$ cat src/sv/tbcfs_pkg.sv
// Shared widths, register codes and queue entry type for the cull and shade block.
package tbcfs_pkg;

  // Fraction bits of the shade factor
  localparam int FRAC_BITS = 16;

  // Datapath widths
  localparam int XW  = 32;              // coordinate and color width
  localparam int EW  = 33;              // vertex difference
  localparam int PW  = 66;              // product of two differences
  localparam int CRW = 67;              // cross product component, signed
  localparam int AW  = 66;              // magnitude of a cross component
  localparam int HW  = 33;              // low half of a magnitude split
  localparam int SW  = 136;             // sum of squares of the normal
  localparam int DW  = 102;             // facing dot product, signed
  localparam int QW  = 2 * FRAC_BITS + 1; // quotient cz^2 * 2^2F / |c|^2
  localparam int RW  = FRAC_BITS + 1;   // shade factor, Q1.FRAC_BITS
  localparam int SQW = 2 * FRAC_BITS + 3; // running square in the root unit

  // Queue between front and back
  localparam int QDEPTH = 4;
  localparam int QAW    = 2;

  // Configuration register codes
  localparam int CFG_IW = 2;
  typedef enum logic [CFG_IW-1:0] {
    CFG_CAMERA_X = 2'd0,
    CFG_CAMERA_Y = 2'd1,
    CFG_CAMERA_Z = 2'd2
  } cfg_reg_t;

  // One classified triangle waiting for shading
  typedef struct packed {
    logic          vis;
    logic          shade;
    logic [SW-1:0] s;
    logic [SW-1:0] sz;
    logic [XW-1:0] color;
  } tbcfs_entry_t;

endpackage

$ cat src/sv/tbcfs_queue.sv
// Short queue that decouples the classifying front from the shading back.
module tbcfs_queue (
  input  logic                    clk,
  input  logic                    rst_n,
  input  logic                    push_i,
  input  tbcfs_pkg::tbcfs_entry_t din_i,
  input  logic                    pop_i,
  output tbcfs_pkg::tbcfs_entry_t dout_o,
  output logic                    full_o,
  output logic                    empty_o
);

  localparam int DEPTH = tbcfs_pkg::QDEPTH;
  localparam int QAW   = tbcfs_pkg::QAW;
  localparam int QCW   = QAW + 1;

  tbcfs_pkg::tbcfs_entry_t mem_r [DEPTH];
  logic [QAW-1:0] wr_ptr_r;
  logic [QAW-1:0] rd_ptr_r;
  logic [QCW-1:0] count_r;

  assign full_o  = (count_r == QCW'(DEPTH));
  assign empty_o = (count_r == '0);
  assign dout_o  = mem_r[rd_ptr_r];

  // Advance pointers and occupancy
  always_ff @(posedge clk) begin
    if (!rst_n) begin
      wr_ptr_r <= '0;
      rd_ptr_r <= '0;
      count_r  <= '0;
    end else begin
      if (push_i) begin
        wr_ptr_r <= wr_ptr_r + 1'b1;
      end
      if (pop_i) begin
        rd_ptr_r <= rd_ptr_r + 1'b1;
      end
      if (push_i && !pop_i) begin
        count_r <= count_r + 1'b1;
      end else if (pop_i && !push_i) begin
        count_r <= count_r - 1'b1;
      end
    end
  end

  // Store entries
  always_ff @(posedge clk) begin
    if (push_i) begin
      mem_r[wr_ptr_r] <= din_i;
    end
  end

  a_no_overflow: assert property (@(posedge clk) disable iff (!rst_n)
    push_i |-> !full_o)
    else $error("queue push while full");
  a_no_underflow: assert property (@(posedge clk) disable iff (!rst_n)
    pop_i |-> !empty_o)
    else $error("queue pop while empty");
  a_count_bound: assert property (@(posedge clk) disable iff (!rst_n)
    (push_i && !pop_i) |=> (count_r != '0) && (count_r <= QCW'(DEPTH)))
    else $error("queue occupancy out of range");

endmodule

$ cat config.mk
export PLATFORM = sky130hd
export DESIGN_NAME = tbcfs_queue
export DESIGN_NICKNAME = d
export VERILOG_FILES = /design/src/sv/tbcfs_pkg.sv /design/src/sv/tbcfs_queue.sv
export SDC_FILE = /design/constraint.sdc
export NUM_CORES = 1
export LEC_CHECK = 0
export BUFFER_PORTS_ARGS = -buffer_cell sky130_fd_sc_hd__buf_4
export CAP_MARGIN = 20
export CORE_MARGIN = 1.5
export CORE_UTILIZATION = 57
export CTS_CLUSTER_SIZE = 8
export DETAILED_ROUTE_END_ITERATION = 8
export GPL_TIMING_DRIVEN = 0
export PLACE_DENSITY = 0.79
export SYNTH_ARGS = -nofsm -noshare
export SYNTH_HDL_FRONTEND = slang
export SYNTH_SLANG_ARGS = --single-unit
$ cat constraint.sdc
create_clock -name clk -period 11.3 [get_ports clk]
set_input_delay 0.565 -clock clk [delete_from_list [all_inputs] [get_ports clk]]
set_output_delay 0.565 -clock clk [all_outputs]
set_load 0.03 [all_outputs]
-- Yosys cells after proc, flatten, opt, wreduce, memory -nomap -nowiden
Memories as Yosys holds them, arrays and structs flattened. A register that Yosys moved wholly into a read port is not among the register bits.
Cells that the tools add are included.
- add/sub/neg operators: 4
- multipliers: 0
- divide/modulo/power cells: 0
- order comparisons: 0
- equality and inequality tests: 1
- shifts and indexed selects: 0
- muxes and demuxes: 6
- bitwise logic cells: 0
- reduce and logical (&&, ||, !) cells: 6
- operator list (kind ; count):
    3-bit two-way mux ; 2
    2-bit by 1-bit adder with 2-bit output, second input constant ; 2
    2-bit two-way mux ; 2
    3-bit by 1-bit adder with 3-bit output, second input constant ; 1
    3-bit == test, second input constant ; 1
    3-bit zero test ; 1
    3-bit by 1-bit subtractor with 3-bit output, second input constant ; 1
    1-bit logical AND ; 2
    1-bit zero test ; 2
    1-bit two-way mux ; 2
    2-bit nonzero test ; 1
- flip-flop bits (word level): 7
- latch bits: 0
- RAM bits: 1224
- ROM bits: 0
- input bits: 310
- word-level logic and storage cells: 21
- memories kept: 1
- memory list (memory ; words ; width ; read ports ; clocked after memory_dff ; wr ports ; line ; source):
    mem_r ; 4 ; 306 ; 1 ; 1 ; 1 ; tbcfs_queue.sv:17 ; tbcfs_pkg::tbcfs_entry_t mem_r [DEPTH];

-- Logic depth before layout (Yosys ltp)
- word-level depth: 4
- depth in mapped cells: 7

-- Worst setup path before layout
Ideal clock, no wire load.
- path kind: input -> register
- start: in push_i
- end: mem mem_r[0][0] (netlist bit) (enable)
- data arrival time: 7.465 ns
- setup slack: 3.129 ns
- stages on the path: 1
- path buffers: 0
- cells stage by stage: and2_1
- longest elaborated chain between the ends: 2
- ends and longest elaborated chain (what ; line ; source):
    from (decl) ; tbcfs_queue.sv:5 ; input logic push_i,
    1-bit two-way mux ; tbcfs_queue.sv:49 ; if (push_i) begin
    1-bit two-way mux (implied by the code) ; tbcfs_queue.sv:50 ; mem_r[wr_ptr_r] <= din_i;
    to (decl) ; tbcfs_queue.sv:17 ;
Every way passes these cells.

==> summary.md <==
| Metric | Value |
|---|---|
| Max_slew headroom | `45.0%` |
| Grt ovf | `0` |
| Seq/Total Area, Yosys | `82.8%` |
| Hpwl dp | `62.8 mm` |
| RSZ-0062 raised after global routing | `false` |
| Post-synth cell types | `20` |
| CP most frequent cell | `buf_2` |
| Sequential Power Share | `46.3%` |
| Number of buffers and inverters on the critical path | `4` |
| Die area | `79900 µm²` |
| Synth Net Count | `1957` |
| Initial antenna violation count | `16` |
| Final period util | `32.7%` |
| Clock network fraction of design power | `40.3%` |
| Pwr dens | `197 nW/µm²` |
| Slowest cell delay on critical path | `0.67 ns` |
| Vias in the first global route | `24.8k` |
| CTS buffer count | `172` |
| Hold path depth | `1` |
| Antenna viol nets, final | `0` |
| GP Congestion | `0.757` |
| Top_reg_cell synth | `edfxtp_1` |
| Hold Startpoint | `din_i[44]` |
| Fill cell count | `3675` |
| Syn Inst Count | `1641` |
| Worst path slowest cell | `clkbuf_1` |
| First-pass GRT wire length | `166 mm` |
| Residual DRC count | `0` |
| Num rows | `102` |
| Die height | `283 µm` |
| Final setup fails | `0` |
| Fin. Hold Viols | `0` |
| Comb pwr share | `13.4%` |
| Clock Latency Late Sink | `0.74 ns` |
| Layout cell share with drive strength beyond 1 | `43.9%` |
| Syn Std Cell Area | `44600 µm²` |
| CTS tree | `built` |
| Core footprint | `77500 µm²` |
| Placed insts | `3322` |
| Fin. max-slew vios | `0` |
| Number of buffers on the longest clock path | `3` |
| Reg2reg end | `mem_r[0][304]` |
| Yosys warning total | `0` |
| Depth of the CTS H-tree | `4` |
| Nets | `3019` |
| R2r worst-path depth | `6` |
| Hold EP | `mem_r[3][44]` |
| Die X-Extent | `283 µm` |
| Pleak | `20.1 nW` |
| EDFF count, synth | `1224` |
| CTS resizes | `0` |
| Worst R2R Setup Slack | `8.51 ns` |
| Post-Route WL | `117 mm` |
| Crit start category | `flip-flop` |
| Initial core utilization | `57.6%` |
| Worst Clk Skew | `0.0698 ns` |
| Max Cap Viol | `0` |
| Min Clock Period, post-route | `3.69 ns` |
| Pre-antenna DRT Iters | `5` |
| Most frequent cell after synthesis | `edfxtp_1` |
| Starting DRT DRC Count | `2284` |
| Syn Area/Cell | `27.2 µm²` |
| Switch share | `24.8%` |
| I/O pin count | `618` |
| CTS root buffer | `clkbuf_16` |
| Setup CP Type | `flip-flop to output port` |
| Biggest area consumer among synthesized cells | `edfxtp_1` |
| Overall global routing resource usage | `29.3%` |
| Peak supply drop | `0.154 mV` |
| Via count | `23.0k` |
| FF-to-FF Start | `wr_ptr_r[0]` |
| Largest net degree at the start of global routing | `59` |
| Slew @ Worst Pin | `0.825 ns` |
| Layout Area Growth over Synthesis | `31.1%` |
| Post-synth top cells | `1224 x edfxtp_1, 306 x mux4_2, 33 x buf_2` |
| IO buf count | `617` |
| Internal Power | `8.68 mW` |
| Run status | `finished, final reports clean` |
| Clock Pin Slew Worst Setup and Hold Paths | `0.05 ns` |
| Vias per cell | `6.07` |
| Yosys reg bits | `1233` |
| Clk sinks | `1233` |
| Async S/R FF share, synth | `0%` |
| Storage cell area | `36900 µm²` |
| Hold_ws | `0.0465 ns` |
| Fmax | `271 MHz` |
| Worst-path maximum fanout | `10` |
| Worst path cell trace | `buf_2, clkbuf_1, buf_2, mux4_2, buf_4` |
| Worst path top cell family by delay | `buffers and inverters` |
| Mean routed wirelength per cell | `30.9 µm` |
| Worst path arrival time | `3.13 ns` |
| Hold Path Class | `input pin to flip-flop` |
| Area occupied by multi-input gates | `7150 µm²` |
| Crit. End Element | `output port` |
| Yosys top cell area share | `82.4%` |
| Required @ worst endpoint | `10.74 ns` |
| Post-route insts no fill | `3780` |
| Sw power | `2.86 mW` |
| Synth area leaders | `edfxtp_1 82%, mux4_2 15%, buf_6 0.71%, dfxtp_1 0.40%, buf_2 0.37%` |
-- routing by layer --
metal	share of wire (%)	up-vias	GRT usage, %
met3	10	280	9.92
met1	33	12000	33.5
met4	3.9	18	11.8
met2	53	1430	50.7
li1	-	9233	-
met5	0.099	-	0
-- cell families after synthesis --
kind of cell | Yosys count | share of synthesized area (%)
AO/OA/AOI/OAI | 2 | 0.0280
XOR/XNOR | 5 | 0.0982
adder cells (fa/ha/maj) | 6 | 0.185
buffers and inverters | 72 | 1.17
flip-flops | 1233 | 82.8
multiplexers | 308 | 15.5
AND/OR/NAND/NOR | 15 | 0.205
-- registers in the layout, indices dropped and copies added (netlist names), named ones only --
name,cells
wr_ptr_r,2
count_r,3
mem_r,1224
rd_ptr_r,2
-- worst max path at each step --
stage               startpoint      endpoint  cells after the start
detailed placement   flip-flop   dout_o[225]                      5
global route         flip-flop   dout_o[181]                      5
finish               flip-flop   dout_o[179]                      5
global placement        push_i  mem_r[1][97]                      2
CTS                  flip-flop   dout_o[225]                      5
floorplan               push_i   mem_r[0][0]                      1
-- power by group through the flow --
stage	clock [mW]	combinational [mW]	sequential [mW]
after CTS	4.67	1.53	5.33
after global routing	4.87	1.60	5.34
after detailed placement	0	1.43	5.40
after global placement	0	1.37	5.51
final	4.65	1.55	5.34
after floorplan	0	0.836	5.45
-- placed cells by master, fill, tap and decap left out --
cell,instances
edfxtp_1,1224
nor3b_1,1
dfxtp_1,9
ha_1,5
and2_1,5
buf_6,28
buf_16,24
nor2b_1,2
mux4_2,306
dlygate4sd3_1,247
bufinv_16,1
a21boi_0,1
nor3_1,1
clkbuf_16,174
and2_4,4
nand2_1,1
mux2i_1,2
fa_1,1
xor2_1,3
inv_1,4
or3_1,1
clkinv_16,8
o21ai_0,1
inv_16,4
clkinv_1,1
buf_4,617
xnor2_1,2
diode_2,10
clkbuf_1,20
buf_2,33
-- metrics by stage --
step	power (mW)	worst slack, ns	instance area, µm²	utilization [%]	setup TNS, ns
finish	11.5	7.61	58500	75.5	0
global route	11.8	7.46	58400	75.4	0
CTS	11.5	7.57	58400	75.4	0
detailed placement	6.83	8.42	51200	66.1	0
global placement	6.88	-2.26	50500	65.2	-2673.50
floorplan	6.29	3.13	44600	-	0
-- area by class of cell --
type,count,share of cell area [%]
sequential,1233,63.2
multi-input combinational,336,12.2
buffer,68,0.867
clock inverter,14,0.606
tap,1040,2.23
inverter,4,0.0257
antenna,10,0.0428
clock buffer,187,7.53
timing repair buffer,888,13.3
-- repair_timing --
| item | in CTS | in global routing |
|---|---|---|
| endpoints found under the hold margin | 864 | 0 |
| setup buffers | 0 | 0 |
| hold buffers | 247 | 0 |
Note: power is estimated with default switching activity, not from simulation.
